--- src/hdl/bqat_pkg.sv ---
package bqat_pkg;

    localparam int DEF_NUM_SLOTS  = 256;
    localparam int DEF_USAGE_BITS = 32;

    localparam int CMD_W   = 3;
    localparam int ID_W    = 8;
    localparam int AMT_W   = 32;
    localparam int FLAG_W  = 32;
    localparam int CNT_W   = 32;
    localparam int OUT_W   = 32;
    localparam int TALLY_W = 9;

    // bit positions in a slot's state flag entry
    localparam int LIVE_BIT  = 1;
    localparam int DIRTY_BIT = 0;

    typedef enum logic [CMD_W-1:0] {
        CMD_CREATE     = 3'd0,
        CMD_DESTROY    = 3'd1,
        CMD_ALLOC      = 3'd2,
        CMD_DEALLOC    = 3'd3,
        CMD_QUERY      = 3'd4,
        CMD_MARK_DIRTY = 3'd5,
        CMD_PROCESS    = 3'd6,
        CMD_NOP        = 3'd7
    } cmd_t;

    typedef enum logic [1:0] {
        ST_OK        = 2'd0,
        ST_NOT_FOUND = 2'd1,
        ST_LIMIT     = 2'd2,
        ST_FULL      = 2'd3
    } status_t;

    typedef enum logic [1:0] {
        BK_IDLE,
        BK_EXEC,
        BK_SWEEP
    } back_state_t;

    // classified request, as it travels from the front part to the back part
    typedef struct packed {
        cmd_t              op;
        logic              addressed;
        logic [ID_W-1:0]   id;
        logic [AMT_W-1:0]  amount;
        logic [FLAG_W-1:0] flags;
    } req_t;

    typedef struct packed {
        status_t            status;
        logic [ID_W-1:0]    assigned_id;
        logic [OUT_W-1:0]   usage_now;
        logic [OUT_W-1:0]   usage_peak;
        logic [OUT_W-1:0]   usage_limit;
        logic [OUT_W-1:0]   live_allocations;
        logic [OUT_W-1:0]   account_flags;
        logic               account_live;
        logic [TALLY_W-1:0] processed_count;
        logic [TALLY_W-1:0] accounts_created;
    } res_t;

endpackage

--- src/hdl/bqat_queue.sv ---
module bqat_queue
    import bqat_pkg::*;
(
    input  logic clk,
    input  logic rst_n,
    input  logic push,
    input  req_t push_req,
    input  logic pop,
    output logic full,
    output logic not_empty,
    output req_t head
);

    localparam int DEPTH  = 2;
    localparam int QCNT_W = 2;

    req_t              store_reg [DEPTH];
    logic              wr_ptr_reg;
    logic              wr_ptr_next;
    logic              rd_ptr_reg;
    logic              rd_ptr_next;
    logic [QCNT_W-1:0] count_reg;
    logic [QCNT_W-1:0] count_next;

    assign full      = (count_reg == QCNT_W'(DEPTH));
    assign not_empty = (count_reg != '0);
    assign head      = store_reg[rd_ptr_reg];

    always_comb
    begin
        wr_ptr_next = push ? !wr_ptr_reg : wr_ptr_reg;
        rd_ptr_next = pop ? !rd_ptr_reg : rd_ptr_reg;
        count_next  = count_reg;
        if (push && !pop)
        begin
            count_next = count_reg + QCNT_W'(1);
        end
        else if (pop && !push)
        begin
            count_next = count_reg - QCNT_W'(1);
        end
    end

    always_ff @(posedge clk or negedge rst_n)
    begin
        if (!rst_n)
        begin
            wr_ptr_reg <= 1'b0;
            rd_ptr_reg <= 1'b0;
            count_reg  <= '0;
        end
        else
        begin
            wr_ptr_reg <= wr_ptr_next;
            rd_ptr_reg <= rd_ptr_next;
            count_reg  <= count_next;
        end
    end

    always_ff @(posedge clk)
    begin
        if (push)
        begin
            store_reg[wr_ptr_reg] <= push_req;
        end
    end

endmodule

--- config.mk ---
export PLATFORM = sky130hd
export DESIGN_NAME = bqat_queue
export DESIGN_NICKNAME = d
export VERILOG_FILES = /design/src/hdl/bqat_pkg.sv /design/src/hdl/bqat_queue.sv
export SDC_FILE = /design/constraint.sdc
export NUM_CORES = 1
export LEC_CHECK = 0
export ABC_AREA = 1
export BUFFER_PORTS_ARGS = -buffer_cell sky130_fd_sc_hd__buf_4
export CAP_MARGIN = 20
export CORE_UTILIZATION = 30
export DETAILED_ROUTE_END_ITERATION = 8
export SLEW_MARGIN = 20
export SYNTH_ARGS = -nofsm -noshare
export SYNTH_HDL_FRONTEND = slang
export SYNTH_SLANG_ARGS = --single-unit
--- constraint.sdc ---
create_clock -name clk -period 3.8 [get_ports clk]
set_clock_uncertainty 0.1 [all_clocks]
set_input_delay 0.57 -clock clk [delete_from_list [all_inputs] [get_ports clk]]
set_output_delay 0.57 -clock clk [all_outputs]
set_load 0.02 [all_outputs]
==> flow_summary.ini <==
[die]
rows = 50
dieHeight_um = 141
initial_core_util = 0.308
chipWidth_um = 141
io_pins = 158
die_area_sq_mm = 0.0200
design.core.area_sq_mm = 0.0189

[cts]
clockBufferDepth = 2
cts_hold_buf = 1
cts_tree = built
cts-root-buf = clkbuf_16
cts_resized = 0
cts.sinks = 156
post-cts-setup-buffers = 0
htreeDepth = 4
cts_buffers = 17
path_clk_slew_ps = 60
clk_latency_ps = 420

[critical_path]
crit_required_ps = 3130
crit_fanout = 41
reg2reg_depth = 2
reg2reg_from = wr_ptr_reg$_DFFE_PN0P_
worstReg2RegEnd = store_reg[0][42]$_DFFE_PP_
worstSetupPathType = reg2out
crit_arrival_ps = 2200
r2r_setup_slack_ps = 1890
cp-start-kind = register
end_kind = output port

[yosys]
ys_async_sr_fraction = 0.0256
syn_area_sq_mm = 0.00583
synth-main-ff-cell = edfxtp_1
synth.area.top_cells = edfxtp_1, mux2_2, mux2_4, dfrtp_1, buf_8
synth_cells = 262
synth_cell_type_count = 15
yosys_register_bits = 156
synth_most_common_cell = edfxtp_1
synth_top_cell_by_area = edfxtp_1
synth_top_area_share = 0.783
yosysSeqAreaShare = 0.801
synth_common_cells = edfxtp_1, mux2_2, mux2_4
syn_area_per_cell_sq_um = 22.2
synth-warning-count = 0
synth_edf_count = 152
syn_nets = 343

[pwr]
p_leak_nw = 3.06
irDropWorstVdd_v = 0.000348
powerDensity_mw_per_mm2 = 780

[final_layout]
antenna_cells = 0
areaGrowthSynthToFinish_pct = 36.1
instances_no_fill = 707
nFillCells = 1714
layout-drive-gt1-share = 0.606
multi_input_area_sq_mm = 0.00106
largest_reg_flops = 152
nets = 515
final_area_sq_mm = 0.00793
regArea_sq_mm = 0.00467

[timing]
setup_violations = 0
fmax_mhz = 349
finalHoldViolCount = 0
timing.final.crit_share = 0.754
worstMarginPinSlew_ps = 736
setup_tns_ps = 0
maxSlewViolCount = 0
rsz0062_at_grt = no
setup_ws_ps = 934
relSlewSlack = 0.508
layout_min_cycle_time_ps = 2870

[hold_path]
whs_path_depth = 2
whs_endpoint = rd_ptr_reg$_DFFE_PN0P_
min_from = pop
hold_class = in2reg

[global_routing]
track_usage = 0.113
grt_pass1_wl_um = 16500
grt_max_degree = 51
grt_pass1_vias = 3152
overflow = 0
antenna_found_initial = 0

[routing]
num_vias = 2917
drc = 0
avgRoutedWirePerCell_um = 15.4
initialDrtViolationCount = 129
detail_route.first_pass.iterations = 4
viasPerCell = 4.13
wirelength_um = 10900
antenna_left = 0

[outcome]
status = completed

[placement]
postPlaceCellArea_sq_mm = 0.00732
port_buffers = 157
dp_cells = 674
hpwl_um = 7060
place.gp.congestion = 0.657
post-place-ws_ps = 1350

[job]
max-cap-violations = 0
[metal layers]
metal,up-vias,part of all wire,GRT usage
met5,-,0,0
met3,9,0.066,0.0385
met4,0,0.012,0.0498
met2,99,0.51,0.193
li1,1368,-,-
met1,1441,0.41,0.128
[cell type report]
type / count / share of cell area
Timing Repair Buffer: 162 / 0.158
Tap cell: 260 / 0.0410
Multi-Input combinational cell: 90 / 0.133
Inverter: 7 / 0.00347
Clock inverter: 15 / 0.0218
Sequential cell: 156 / 0.589
Clock buffer: 17 / 0.0536
[power breakdown]
part / switching [mW] / internal (mW)
clock network: 0.669 / 1.03
registers: 0.176 / 2.29
logic: 1.03 / 0.989
[worst max-delay path: stages (launching register included)]
cell and delay (ps):
dfrtp_4 840, buf_12 360, mux2_2 390, buf_4 160
[layout by cell type, fill, tap and decap left out]
cell type      count
clkinvlp_4         2
nand3_1            1
nand4_1            1
clkinv_4           3
xor2_1             2
nand2_1            6
edfxtp_1         152
inv_1              6
dfrtp_4            1
ha_1               1
clkinv_1           1
inv_6              2
bufinv_16          3
nor2_4             1
nor2_1             1
dlygate4sd3_1      1
clkbuf_16         17
mux2_2            46
mux2_4            30
buf_12             3
xnor2_1            1
buf_4            158
dfrtp_1            3
clkinv_2           5
[cell families (layout without fill, tap and decap cells)]
group                    count (synthesis)  after routing  share of synthesized area
buffers and inverters                   16            201                     0.0195
XOR/XNOR                                 3              3                    0.00451
flip-flops                             156            156                      0.801
multiplexers                            76             76                      0.166
AND/OR/NAND/NOR                         10             10                    0.00709
adder cells (fa/ha/maj)                  1              1                    0.00215
[through the flow]
step,utilization,power (mW),hold slack [ps]
2_1_floorplan,-,3.79,174
3_3_place_gp,0.388,4.52,269
3_5_place_dp,0.388,4.56,272
4_1_cts,0.420,6.28,216
5_1_grt,0.420,6.47,218
6_report,0.420,6.18,230
[worst max path at each step]
stage                                 startpoint                   endpoint  slack [ps]  depth (start not counted)
after floorplan                             push  store_reg[0][0]$_DFFE_PP_         710                          2
after global placement    rd_ptr_reg$_DFFE_PN0P_                   head[67]        1380                          3
after detailed placement  rd_ptr_reg$_DFFE_PN0P_                   head[70]        1350                          3
after CTS                 rd_ptr_reg$_DFFE_PN0P_                   head[70]         890                          3
after global routing      rd_ptr_reg$_DFFE_PN0P_                    head[5]         840                          3
final                     rd_ptr_reg$_DFFE_PN0P_                   head[70]         930                          3
Note: power is estimated with default switching activity, not from simulation.
